`src/rtl/core/capo_pkg.sv`:
```
`timescale 1ns / 1ps

package capo_pkg;

    localparam int unsigned CLS_W    = 5;
    localparam int unsigned PIX_W    = 8;
    localparam int unsigned PAL_SIZE = 19;

    // x/5 == (x * DIV5_MUL) >> DIV5_SHIFT, exact for the 11-bit blend sums
    localparam logic [15:0] DIV5_MUL   = 16'd52429;
    localparam int unsigned DIV5_SHIFT = 18;

    localparam logic [PIX_W-1:0] PAL_B [PAL_SIZE] = '{
        8'd128, 8'd232, 8'd70,  8'd156, 8'd153, 8'd153, 8'd30,  8'd0,   8'd35,  8'd152,
        8'd180, 8'd60,  8'd0,   8'd142, 8'd70,  8'd100, 8'd100, 8'd230, 8'd32};
    localparam logic [PIX_W-1:0] PAL_G [PAL_SIZE] = '{
        8'd64,  8'd35,  8'd70,  8'd102, 8'd153, 8'd153, 8'd170, 8'd220, 8'd142, 8'd251,
        8'd130, 8'd20,  8'd0,   8'd0,   8'd0,   8'd60,  8'd80,  8'd0,   8'd11};
    localparam logic [PIX_W-1:0] PAL_R [PAL_SIZE] = '{
        8'd128, 8'd244, 8'd70,  8'd102, 8'd190, 8'd153, 8'd250, 8'd220, 8'd107, 8'd152,
        8'd70,  8'd220, 8'd255, 8'd0,   8'd0,   8'd0,   8'd0,   8'd0,   8'd119};

    typedef struct packed {
        logic             last;
        logic [CLS_W-1:0] best_class;
    } t_argmax_res;

    // floor((2*img + 8*pal)/10) == floor((img + 4*pal)/5)
    function automatic logic [PIX_W-1:0] blend8(logic [PIX_W-1:0] img,
                                               logic [PIX_W-1:0] pal);
        logic [10:0] sum;
        logic [26:0] prod;
        sum  = {3'b000, img} + {1'b0, pal, 2'b00};
        prod = {16'd0, sum} * {11'd0, DIV5_MUL};
        return prod[DIV5_SHIFT +: PIX_W];
    endfunction

endpackage

```
`src/rtl/core/capo_argmax.sv`:
```
`timescale 1ns / 1ps

module capo_argmax #(
    parameter int unsigned NUM_CLASSES = 19
) (
    input  logic                   i_clk,
    input  logic                   i_rst_n,
    input  logic                   i_step,
    input  logic signed [7:0]      i_score,
    output capo_pkg::t_argmax_res  o_res
);
    import capo_pkg::*;

    localparam logic [CLS_W:0] LAST_CNT = (CLS_W + 1)'(NUM_CLASSES);

    logic signed [7:0] r_best_score, n_best_score;
    logic [CLS_W-1:0]  r_best_class, n_best_class;
    logic [CLS_W-1:0]  r_class_counter, n_class_counter;
    logic              take;
    logic              last;

    always_comb begin
        // class 0 reloads unconditionally; ties keep the earlier class
        take            = (r_class_counter == '0) || (i_score > r_best_score);
        n_best_score    = take ? i_score : r_best_score;
        n_best_class    = take ? r_class_counter : r_best_class;
        last            = ({1'b0, r_class_counter} + 1'b1) >= LAST_CNT;
        n_class_counter = last ? '0 : r_class_counter + 1'b1;
        o_res.last       = last;
        o_res.best_class = n_best_class;
    end

    always_ff @(posedge i_clk) begin
        if (!i_rst_n) begin
            r_best_score    <= '0;
            r_best_class    <= '0;
            r_class_counter <= '0;
        end else if (i_step) begin
            r_best_score    <= n_best_score;
            r_best_class    <= n_best_class;
            r_class_counter <= n_class_counter;
        end
    end

endmodule

```
`src/rtl/core/capo_blend.sv`:
```
`timescale 1ns / 1ps

module capo_blend (
    input  logic [capo_pkg::CLS_W-1:0] i_class,
    input  logic [capo_pkg::PIX_W-1:0] i_pix_b,
    input  logic [capo_pkg::PIX_W-1:0] i_pix_g,
    input  logic [capo_pkg::PIX_W-1:0] i_pix_r,
    output logic [capo_pkg::PIX_W-1:0] o_out_b,
    output logic [capo_pkg::PIX_W-1:0] o_out_g,
    output logic [capo_pkg::PIX_W-1:0] o_out_r
);
    import capo_pkg::*;

    logic [PIX_W-1:0] pal_b, pal_g, pal_r;

    always_comb begin
        // classes past the palette overlay black
        pal_b = '0;
        pal_g = '0;
        pal_r = '0;
        if (i_class < CLS_W'(PAL_SIZE)) begin
            pal_b = PAL_B[i_class];
            pal_g = PAL_G[i_class];
            pal_r = PAL_R[i_class];
        end
        o_out_b = blend8(i_pix_b, pal_b);
        o_out_g = blend8(i_pix_g, pal_g);
        o_out_r = blend8(i_pix_r, pal_r);
    end

endmodule

```
`src/rtl/core/class_argmax_palette_overlay_core.sv`:
```
`timescale 1ns / 1ps
// Result path: the last score beat of a pixel passes the input register, then the result register.
// Throughput: one score beat per cycle; the input register, the argmax/blend logic
// and the result register advance together, stalling only while a result is held.
// One result per NUM_CLASSES score beats. Reset (synchronous, active low) clears
// the class counter, the running maximum and both valid flags.

module class_argmax_palette_overlay_core #(
    parameter int unsigned NUM_CLASSES = 19
) (
    input  logic                       i_clk,
    input  logic                       i_rst_n,
    input  logic                       i_valid,
    output logic                       o_stall,
    input  logic signed [7:0]          i_score,
    input  logic [capo_pkg::PIX_W-1:0] i_pix_b,
    input  logic [capo_pkg::PIX_W-1:0] i_pix_g,
    input  logic [capo_pkg::PIX_W-1:0] i_pix_r,
    output logic                       o_valid,
    input  logic                       i_stall,
    output logic [capo_pkg::CLS_W-1:0] o_class_index,
    output logic [capo_pkg::PIX_W-1:0] o_out_b,
    output logic [capo_pkg::PIX_W-1:0] o_out_g,
    output logic [capo_pkg::PIX_W-1:0] o_out_r
);
    import capo_pkg::*;

    logic              adv;
    logic              r_in_valid;
    logic signed [7:0] r_score;
    logic [PIX_W-1:0]  r_pix_b, r_pix_g, r_pix_r;
    t_argmax_res       am_res;
    logic [PIX_W-1:0]  bl_b, bl_g, bl_r;

    logic              r_out_valid;
    logic [CLS_W-1:0]  r_class_index;
    logic [PIX_W-1:0]  r_out_b, r_out_g, r_out_r;

    // whole pipe moves unless a result beat is blocked
    assign adv     = !(r_out_valid && i_stall);
    assign o_stall = !adv;

    always_ff @(posedge i_clk) begin
        if (!i_rst_n) begin
            r_in_valid <= 1'b0;
        end else if (adv) begin
            r_in_valid <= i_valid;
        end
    end

    always_ff @(posedge i_clk) begin
        if (adv && i_valid) begin
            r_score <= i_score;
            r_pix_b <= i_pix_b;
            r_pix_g <= i_pix_g;
            r_pix_r <= i_pix_r;
        end
    end

    capo_argmax #(
        .NUM_CLASSES(NUM_CLASSES)
    ) u_argmax (
        .i_clk   (i_clk),
        .i_rst_n (i_rst_n),
        .i_step  (adv && r_in_valid),
        .i_score (r_score),
        .o_res   (am_res)
    );

    capo_blend u_blend (
        .i_class (am_res.best_class),
        .i_pix_b (r_pix_b),
        .i_pix_g (r_pix_g),
        .i_pix_r (r_pix_r),
        .o_out_b (bl_b),
        .o_out_g (bl_g),
        .o_out_r (bl_r)
    );

    always_ff @(posedge i_clk) begin
        if (!i_rst_n) begin
            r_out_valid <= 1'b0;
        end else if (adv) begin
            r_out_valid <= r_in_valid && am_res.last;
        end
    end

    always_ff @(posedge i_clk) begin
        if (adv && r_in_valid && am_res.last) begin
            r_class_index <= am_res.best_class;
            r_out_b       <= bl_b;
            r_out_g       <= bl_g;
            r_out_r       <= bl_r;
        end
    end

    assign o_valid       = r_out_valid;
    assign o_class_index = r_class_index;
    assign o_out_b       = r_out_b;
    assign o_out_g       = r_out_g;
    assign o_out_r       = r_out_r;

endmodule

```
`config.mk`:
```
export PLATFORM = sky130hd
export DESIGN_NAME = class_argmax_palette_overlay_core
export DESIGN_NICKNAME = d
export VERILOG_FILES = /design/src/rtl/core/capo_pkg.sv /design/src/rtl/core/capo_argmax.sv /design/src/rtl/core/capo_blend.sv /design/src/rtl/core/class_argmax_palette_overlay_core.sv
export SDC_FILE = /design/constraint.sdc
export NUM_CORES = 1
export LEC_CHECK = 0
export BUFFER_PORTS_ARGS = -buffer_cell sky130_fd_sc_hd__buf_4
export CORE_MARGIN = 1
export CORE_UTILIZATION = 50
export CTS_CLUSTER_SIZE = 16
export DETAILED_ROUTE_END_ITERATION = 8
export PLACE_DENSITY = 0.75
export SYNTH_ARGS = -nofsm -noshare
export SYNTH_HDL_FRONTEND = slang
export SYNTH_SLANG_ARGS = --single-unit
```
`constraint.sdc`:
```
create_clock -name i_clk -period 9.96 [get_ports i_clk]
set_input_delay 0.996 -clock i_clk [delete_from_list [all_inputs] [get_ports i_clk]]
set_output_delay 0.996 -clock i_clk [all_outputs]
set_load 0.01 [all_outputs]
```
After elaboration in Yosys (flattened, before gate mapping)
Memories as Yosys holds them, arrays and structs flattened.
Cells that the tools add are included.
{ "totals": {"regBits": 81, "latchBits": 0, "ram_bits": 0, "mem_bits_ro": 768, "input_bits": 36, "output_inout_bits": 31, "wordCells": 49, "n_memories": 3} }
{ "memory_table": {"columns": ["name", "words", "word_bits", "read_ports", "rd_ports_with_merged_regs", "wr", "line_no", "rtl"], "rows": [
  ["(no name shown)", 32, 8, 1, 0, 0, "capo_blend.sv:23", "pal_g = PAL_G[i_class];"],
  ["(no name shown)", 32, 8, 1, 0, 0, "capo_blend.sv:24", "pal_r = PAL_R[i_class];"],
  ["(no name shown)", 32, 8, 1, 0, 0, "capo_blend.sv:22", "pal_b = PAL_B[i_class];"]
]} }
{ "op_classes": {"addsub": 5, "n_mul": 3, "div": 0, "n_lt_le_gt_ge": 4, "eq_ne": 0, "shift": 0, "n_mux": 11, "bitwise": 1, "n_reduce_logical": 9} }
{ "ops": {"columns": ["operator", "count"], "rows": [
  ["11-bit by 16-bit multiplier with 26-bit output (second input constant)", 3],
  ["8-bit two-way mux", 9],
  ["8-bit by 10-bit adder with 11-bit output", 3],
  ["5-bit two-way mux", 2],
  ["8-bit > comparator", 1],
  ["5-bit by 1-bit adder with 6-bit output (second input constant)", 1],
  ["6-bit by 5-bit >= comparator with 1-bit output (second input constant)", 1],
  ["6-bit >= comparator (second input constant)", 1],
  ["5-bit NOT with 6-bit output", 1],
  ["5-bit by 1-bit adder with 5-bit output (second input constant)", 1],
  ["1-bit logical AND", 5],
  ["5-bit zero test", 1],
  ["5-bit < comparator (second input constant)", 1],
  ["2-bit AND reduction", 1],
  ["1-bit zero test", 1],
  ["1-bit logical OR", 1]
]} }

Depth between registers and ports, before layout
Gate-level depths: netlist (run 1).
{ "depth": {"depth_word": 10, "depth_mapped": 42, "depth_no_buf": 41} }

Modules after synthesis
From an unflattened synthesis (run 1), not the netlist that was laid out.
{ "hier_totals": {"hier_cells": 1161, "area_unflattened_um2": 11372.2} }
{ "by_module_without_submodules": {"columns": ["module", "instances", "cells_per_inst", "area_per_inst_um2", "seq_area_each_um2"], "rows": [
  ["capo_blend", 1, 947, 8214.1, 0.0],
  ["class_argmax_palette_overlay_core", 1, 73, 1928.1, 1871.8],
  ["capo_argmax", 1, 141, 1229.9, 360.3]
]} }

Worst setup path after synthesis (run 1)
No wires, ideal clock.
{ "synth_path": {"path_type": "reg-to-reg", "from": "register r_score[5]", "to": "register r_out_b[7] (netlist: o_out_b[7]) (data pin)", "setup_ps": 260, "arrival_time_ps": 8588, "required_ps": 9700, "setup_slack_ps": 1112, "stages_incl_launch_ff": 41, "path_buffers": 1, "period_less_slack_ps": 8848, "cell_sequence": "edfxtp_1 ha_1 a21o_1 a211oi_2 a21o_2 and3_1 buf_6 mux2i_4 inv_1 ha_1 nor2_1 a211oi_1 o31ai_1 ha_1 a21o_1 a21oi_1 o21bai_1 a21o_1 (+5 left out) inv_1 fa_1 inv_1 fa_1 inv_1 fa_1 fa_1 inv_1 ha_1 a21o_1 a21o_1 a211o_1 a22o_1 a31oi_1 a21oi_1 a211oi_1 o21bai_1 xnor2_1"} }
{ "synth_between": {"elab_chain_cells": 10, "word_cells_on_any_way": 11, "classes_between": "1 x add/sub; 1 x mul; 2 x order compare; 4 x mux; 1 x bitwise; 1 x reduce/logical; 1 x memory"} }
{ "synth_rtl": {"columns": ["element", "line_no", "rtl"], "rows": [
  ["start: declaration", "class_argmax_palette_overlay_core.sv:30", "logic signed [7:0] r_score;"],
  ["start signal: assignment", "class_argmax_palette_overlay_core.sv:53", "r_score <= i_score;"],
  ["8-bit > comparator (*)", "capo_argmax.sv:24", "take = (r_class_counter == '0) || (i_score > r_best_score);"],
  ["1-bit logical OR (*)", "capo_argmax.sv:24", null],
  ["5-bit two-way mux (*)", "capo_argmax.sv:26", "n_best_class = take ? r_class_counter : r_best_class;"],
  ["5-bit NOT with 6-bit output (implied by the code)", "capo_blend.sv:22", null],
  ["memory read 32 x 8 bit", null, null],
  ["8-bit two-way mux (implied by the code) (2 in a row)", "capo_blend.sv:22", null],
  ["8-bit two-way mux (*)", "capo_blend.sv:21", "if (i_class < CLS_W'(PAL_SIZE)) begin"],
  ["8-bit by 10-bit adder with 11-bit output (*)", "capo_pkg.sv:33", "sum = {3'b000, img} + {1'b0, pal, 2'b00};"],
  ["11-bit by 16-bit multiplier with 26-bit output (*)", "capo_pkg.sv:34", "prod = {16'd0, sum} * {11'd0, DIV5_MUL};"],
  ["named net bl_b[7]", "class_argmax_palette_overlay_core.sv:33", "logic [PIX_W-1:0] bl_b, bl_g, bl_r;"],
  ["end signal: assignment", "class_argmax_palette_overlay_core.sv:91", "r_out_b <= bl_b;"],
  ["end: declaration", "class_argmax_palette_overlay_core.sv:37", "logic [PIX_W-1:0] r_out_b, r_out_g, r_out_r;"]
]} }
Mark *: on every way through the listed nets, which the timed path passes. The rest lies on a longest branch. The select of a mux whose other input is x is not followed.
A chain may end at the register's enable or synchronous reset.

Final worst setup path (run 1)
{ "layout_path": {"from": "register r_score[1]", "to": "register r_out_b[7] (netlist: o_out_b[7]) (data pin)"} }
Same word-level chain as after synthesis.

==> results of run 1 <==
[area by class of cell]
class | count | area, sq um | share of cell area, %
multi-input combinational | 793 | 8100 | 64.1
sequential | 81 | 2230 | 17.7
inverter | 283 | 1070 | 8.46
timing repair buffer | 74 | 556 | 4.40
tap | 285 | 357 | 2.82
clock buffer | 10 | 250 | 1.98
clock inverter | 6 | 73.8 | 0.584
[synth_stat cells (4+ instances only)]
cell type,count
o211ai_1,6
and2_1,9
o21a_1,5
clkbuf_1,11
nor4_1,4
or3_1,5
xor2_1,16
nand3_1,9
a21o_1,19
o21bai_1,10
a211oi_1,9
o31ai_1,5
o22ai_1,5
a31oi_1,5
nor2b_1,6
nand4_1,12
a211o_1,5
nand2_1,55
inv_1,281
edfxtp_1,61
o21ai_0,24
dfxtp_1,20
nor3_1,8
ha_1,241
and3_1,6
xnor2_1,35
a21boi_0,14
nor2_1,57
a21oi_1,53
fa_1,117
[per-layer routing]
metal / GRT usage, % / vias to the layer above
met4: 5.00 / 0
met1: 27.3 / 3849
met5: 0 / -
met3: 2.64 / 20
li1: - / 4025
met2: 35.0 / 142
[final timing paths]
check,slack [ns],end
worst max register to register,0.63,o_out_b[7]
worst max-delay path,0.63,o_out_b[7]
worst min register to register,0.46,u_argmax.r_best_score[4]
worst min-delay path,0.46,u_argmax.r_best_score[4]
[through the flow]
stage          utilization [%]  setup WS (ns)
6_report                  56.0          0.628
5_1_grt                   56.0         0.0732
4_1_cts                   55.8          0.411
3_5_place_dp              54.4          0.446
3_3_place_gp              54.4          0.563
2_1_floorplan                -           1.11
[flip-flops by register name (all words and copies together), names as in the netlist]
signal and count:
r_pix_r 8, o_out_g 8, o_class_index 5, r_score 8, o_out_b 8, r_pix_g 8
r_in_valid 1, u_argmax.r_best_class 5, r_pix_b 8, o_valid 1, u_argmax.r_class_counter 5, o_out_r 8
u_argmax.r_best_score 8
[cells by family (layout without fill, tap and decap cells)]
logic type               Yosys count  after routing  share of synthesized area (%)
buffers and inverters            302            373                           10.1
adder cells (fa/ha/maj)          358            358                           46.7
multiplexers                       3              3                          0.371
flip-flops                        81             81                           19.5
XOR/XNOR                          53             53                           4.18
AO/OA/AOI/OAI                    194            194                           11.5
AND/OR/NAND/NOR                  185            185                           7.63
[worst reg2reg max path: cells and delay by family, from the launching register on]
family / cells / cell delay, ns
AOI/OAI and AO/OA: 17 / 3.48
xor gates and xnor gates: 2 / 0.42
adders and majority gates: 9 / 3.44
buffers and inverters: 6 / 0.52
DFF: 1 / 0.40
muxes: 1 / 0.26
and+or+nand+nor: 3 / 0.53
==> results.md, run 1 <==
* Buffers on Ports at 66
* WHS Path Cells at 2
* Relative slew slack at 44.1%
* CP Max Fanout at 11
* Die width at around 150 microns
* DR top layer: met4
* Final instance area at 12600 sq um
* Unrepaired setup endpoints after global routing: no
* Routed Antenna Nets at 0
* Final hold slack at 0.464 ns
* Yosys warnings at 0
* Antenna violations before repair at 0
* # diodes at 0
* Max Cap Violations at 0
* Clock latency at the later pin of the worst-skew pair at 0.36 ns
* CP Depth at 38
* Core Region at 22600 sq um
* CP Buf/Inv Count at 6
* Wl on met1 at 10500 microns
* Hpwl dp at 18700 microns
* H-tree depth at 3
* Commonest non-fill, non-tap cell in the layout: inv_1
* First drt pass iteration count at 8
* Clock Path Buffers at 2
* Worst flop-to-flop path startpoint: r_score[1]
* Share of layout cells above drive strength 1 at 9.38%
* CTS-repair resized insts at 0
* Number of synthesized register bits at 81
* Setup TNS at 0 ns
* CTS Buf Count at 9
* Slew @ Worst Pin at between 0.8 and 0.9 ns
* Vias in the first global route at 8345
* Fillers at 1956
* Wire length on met3 at 745 microns
* Minimum clock period at between 9 and 10 ns
* Largest net degree at the start of global routing at 34
* Crit Path Category: reg -> reg
* Most frequent CP cell: inv_1
* Asr flop ratio synth at 0%
* Met2 WL at 11000 microns
* Sequential area share after synthesis at between 10% and 20%
* Clock-pin slew on the worst setup and hold paths at about 0.07 ns
* Avg Cell Area, Syn at 9.75 sq um
* Die area at 23500 sq um
* Ports at 67
* Syn Nets at 1570
* # DRC at 0
* Final-report setup violation count at 0
* Fmax at 107 MHz
* CTS root buf: clkbuf_16
* Post-CTS setup buffer count at 0
* CTS tree: done
* Setup crit start: r_score[1]
* Top-area cell type share of the netlist area at between 20% and 30%
* Gpl congestion at 0.908
* Non-filler cells, final at around 1.5k
* Worst path arrival time at approximately 9.4 ns
* Fin crit share at a little over nine tenths
* Final Max Tran Viols at 0
* FP Rows at 55
* First-pass GRT wire length at 38700 microns
* CP peak stage delay at 0.52 ns
* First DRT Iteration DRCs at 379
* Startpoint types: flip-flop
* Via Count at ~8k
* CTS sink cnt at 81
* Total Wirelength at 22500 microns
* Type of the worst min-delay path: reg -> reg
* CP max stage cell: fa_1
* Cell variety after synth at 72
* Leading area contributor after synthesis: ha_1
* Die H at 153 microns
* Placed instance count at 1516
* Worst-case clock skew at 0.00744 ns
* Cell Area, Placed at 12300 sq um
* All-Layer GR Usage at 20.4%
* Status: finished clean
* Synthesized instance count at 1176
* Cell Area, Synth at 11500 sq um
* P&R area growth vs syn at 10.2%
* Area contributors post-synth: ha_1 (26%), fa_1 (20%), edfxtp_1 (16%)
* CP Data Required Time at 10.06 ns
* Starting Density at 50.8%
* Total grt overflow at 0
* Number of flops mapped to enable cells by yosys at 61
* Hold wc startpoint: u_argmax.r_best_score[4]
* Post-synth top flop: edfxtp_1
* CP Capture Type: flip-flop
* Final Hold Viols at 0
* R2R cell count at 38
* WL per Instance at ~15 microns
* Nets at between 1.5k and 2k
* Via density at 5.25
* Family with the most delay on the worst path: compound AO/OA/AOI/OAI gates
* Hold buffers post-CTS at 0
* Most frequent cells in the layout: inv_1 (280), ha_1 (240), fa_1 (117), buf_4 (74), edfxtp_1 (61)
Power of run 1 is not shown: default switching activity piles up to over one toggle a cycle in this logic, so the estimate is an artifact.
==> run 2: changes to the inputs <==
--- a/config.mk
+++ b/config.mk
@@ -10,6 +10,7 @@
 export CORE_UTILIZATION = 50
 export CTS_CLUSTER_SIZE = 16
 export DETAILED_ROUTE_END_ITERATION = 8
+export MAX_ROUTING_LAYER = met4
 export PLACE_DENSITY = 0.75
 export SYNTH_ARGS = -nofsm -noshare
 export SYNTH_HDL_FRONTEND = slang
==> constraint.sdc (replaced) <==
create_clock -name i_clk -period 8.8 [get_ports i_clk]
set_input_delay 0.88 -clock i_clk [delete_from_list [all_inputs] [get_ports i_clk]]
set_output_delay 0.88 -clock i_clk [all_outputs]
set_load 0.01 [all_outputs]
==> results.md, run 2 (same netlist as run 1, synthesis figures left out) <==
* Largest net degree at the start of global routing at 34
* CP max stage cell: fa_1
* CP peak stage delay at approximately 0.56 ns
* Startpoint types: flip-flop
* Reg-to-reg setup timing slack at about 0.27 ns
* Share of layout cells above drive strength 1 at 19.1%
* Fin crit share at 97.0%
* # DRC at 0
* CP Data Required Time at 8.90 ns
* Final Max Tran Viols at 0
* Placed instance count at 1564
* Buffers on Ports at 66
* First drt pass iteration count at 5
* Worst path arrival time at 8.64 ns
* Status: finished clean
* Type of the worst min-delay path: reg -> reg
* Clock-pin slew on the worst setup and hold paths at 0.07 ns
* CP Max Fanout at 3
* Most frequent CP cell: inv_2
* WL per Instance at 15.1 microns
* CTS tree: done
* Fmax at 117 MHz
* Slew @ Worst Pin at 0.850 ns
* Minimum clock period at 8.53 ns
* WHS Path Cells at 2
* Final Hold Viols at 0
* Starting Density at 50.8%
* P&R area growth vs syn at 17.6%
* Gpl congestion at 0.904
* Nets at ~1.7k
* Final hold slack at 0.467 ns
* Final-report setup violation count at 0
* Clock latency at the later pin of the worst-skew pair at between 0.3 and 0.4 ns
* Unrepaired setup endpoints after global routing: yes
* Hold wc startpoint: u_argmax.r_best_score[7]
* Relative slew slack at 43.3%
* DP Worst Slack at -0.270 ns
* Die area at 23500 sq um
* Final worst slack at 0.266 ns
* H-tree depth at 3
* Vias in the first global route at 8668
* Via density at 5.28
* CTS sink cnt at 81
* # diodes at 0
* Multi-input gate area at between 8000 and 9000 sq um
* Worst flop-to-flop path startpoint: r_score[1]
* First DRT Iteration DRCs at between 300 and 400
* R2R cell count at 38
* Max Cap Violations at 0
* CTS root buf: clkbuf_16
* Commonest non-fill, non-tap cell in the layout: inv_1
* CP Capture Type: flip-flop
* Worst hold path endpoint: u_argmax.r_best_score[7]
* CP Buf/Inv Count at 7
* Hpwl dp at 19800 microns
* First-pass GRT wire length at 39700 microns
* All-Layer GR Usage at between 20 and 25%
* Antenna violations before repair at 0
* Crit Path Category: reg -> reg
* Family with the most delay on the worst path: adder cells
* Worst-case clock skew at 0.0115 ns
* Total Wirelength at 24300 microns
* Routed Antenna Nets at 0
* Die width at 153 microns
* Via Count at around 8.5k
* FP Rows at 55
* CTS Buf Count at 9
* Fillers at ~1.9k
* Reg2reg end: o_out_b[7]
* Core Region at 22600 sq um
* Most frequent cells in the layout: inv_1 (272), ha_1 (232), buf_4 (139), fa_1 (112), edfxtp_1 (61)
* Total grt overflow at 0
* Non-filler cells, final at 1603
* Register area at 2230 sq um
* Clock Path Buffers at 2
* Die H at about 150 microns
* Ports at 67
## run 2: through the flow
| step | cell area (sq um) | TNS, ns | util [%] |
|---|---|---|---|
| after floorplan | 11500 | 0 | - |
| after global placement | 12700 | 0 | 56.1 |
| after detailed placement | 12700 | -0.765 | 56.1 |
| after global routing | 13500 | -0.278 | 59.7 |
| final | 13500 | 0 | 59.7 |
| after CTS | 13000 | -0.0131 | 57.8 |
## run 2: how the worst max path moves through the flow
stage | start | to | slack (ns) | cells after the start
6_report | r_score[1] | o_out_b[7] | 0.27 | 38
5_1_grt | r_score[1] | o_out_r[7] | -0.11 | 36
4_1_cts | r_score[1] | o_out_b[7] | -0.01 | 39
3_5_place_dp | r_score[5] | o_out_b[5] | -0.27 | 38
3_3_place_gp | r_score[5] | o_out_b[7] | 0.01 | 38
2_1_floorplan | r_score[5] | o_out_b[7] | 0.03 | 40
## run 2: area by class of cell
type	count	share of cell area (%)
flip-flops and latches	81	16.6
clock buffers	9	1.67
inverters	283	7.90
repair buffers	145	8.26
well taps	285	2.65
multi-input cells	793	62.4
clock inverters	7	0.603
## run 2: worst register-to-register path: cells and delay by family, from the launching register on
kind / cells / cell delay, ns
compound gates: 16 / 3.05
xor+xnor: 2 / 0.23
fa+ha+maj: 9 / 3.33
buf+inv: 7 / 0.51
flops: 1 / 0.45
mux: 1 / 0.27
simple gates: 3 / 0.45
## run 2: timing repair
item | in CTS | in global routing
endpoints found under the setup margin | 7 | 21
gates cloned | 0 | 1
buffers inserted | 3 | 19
pin swaps | 5 | 56
hold buffers | 0 | 0
resized for setup | 11 | 73
## run 2: metal layers
metal / track usage [%] / share of wire (%) / vias up
met3: 3.01 / 3.1 / 56
met2: 36.4 / 50 / 160
met1: 26.6 / 44 / 4083
met5: - / 0 / -
li1: - / - / 4164
met4: 6.76 / 2.7 / 0
Power of run 2 is left out for the same reason.
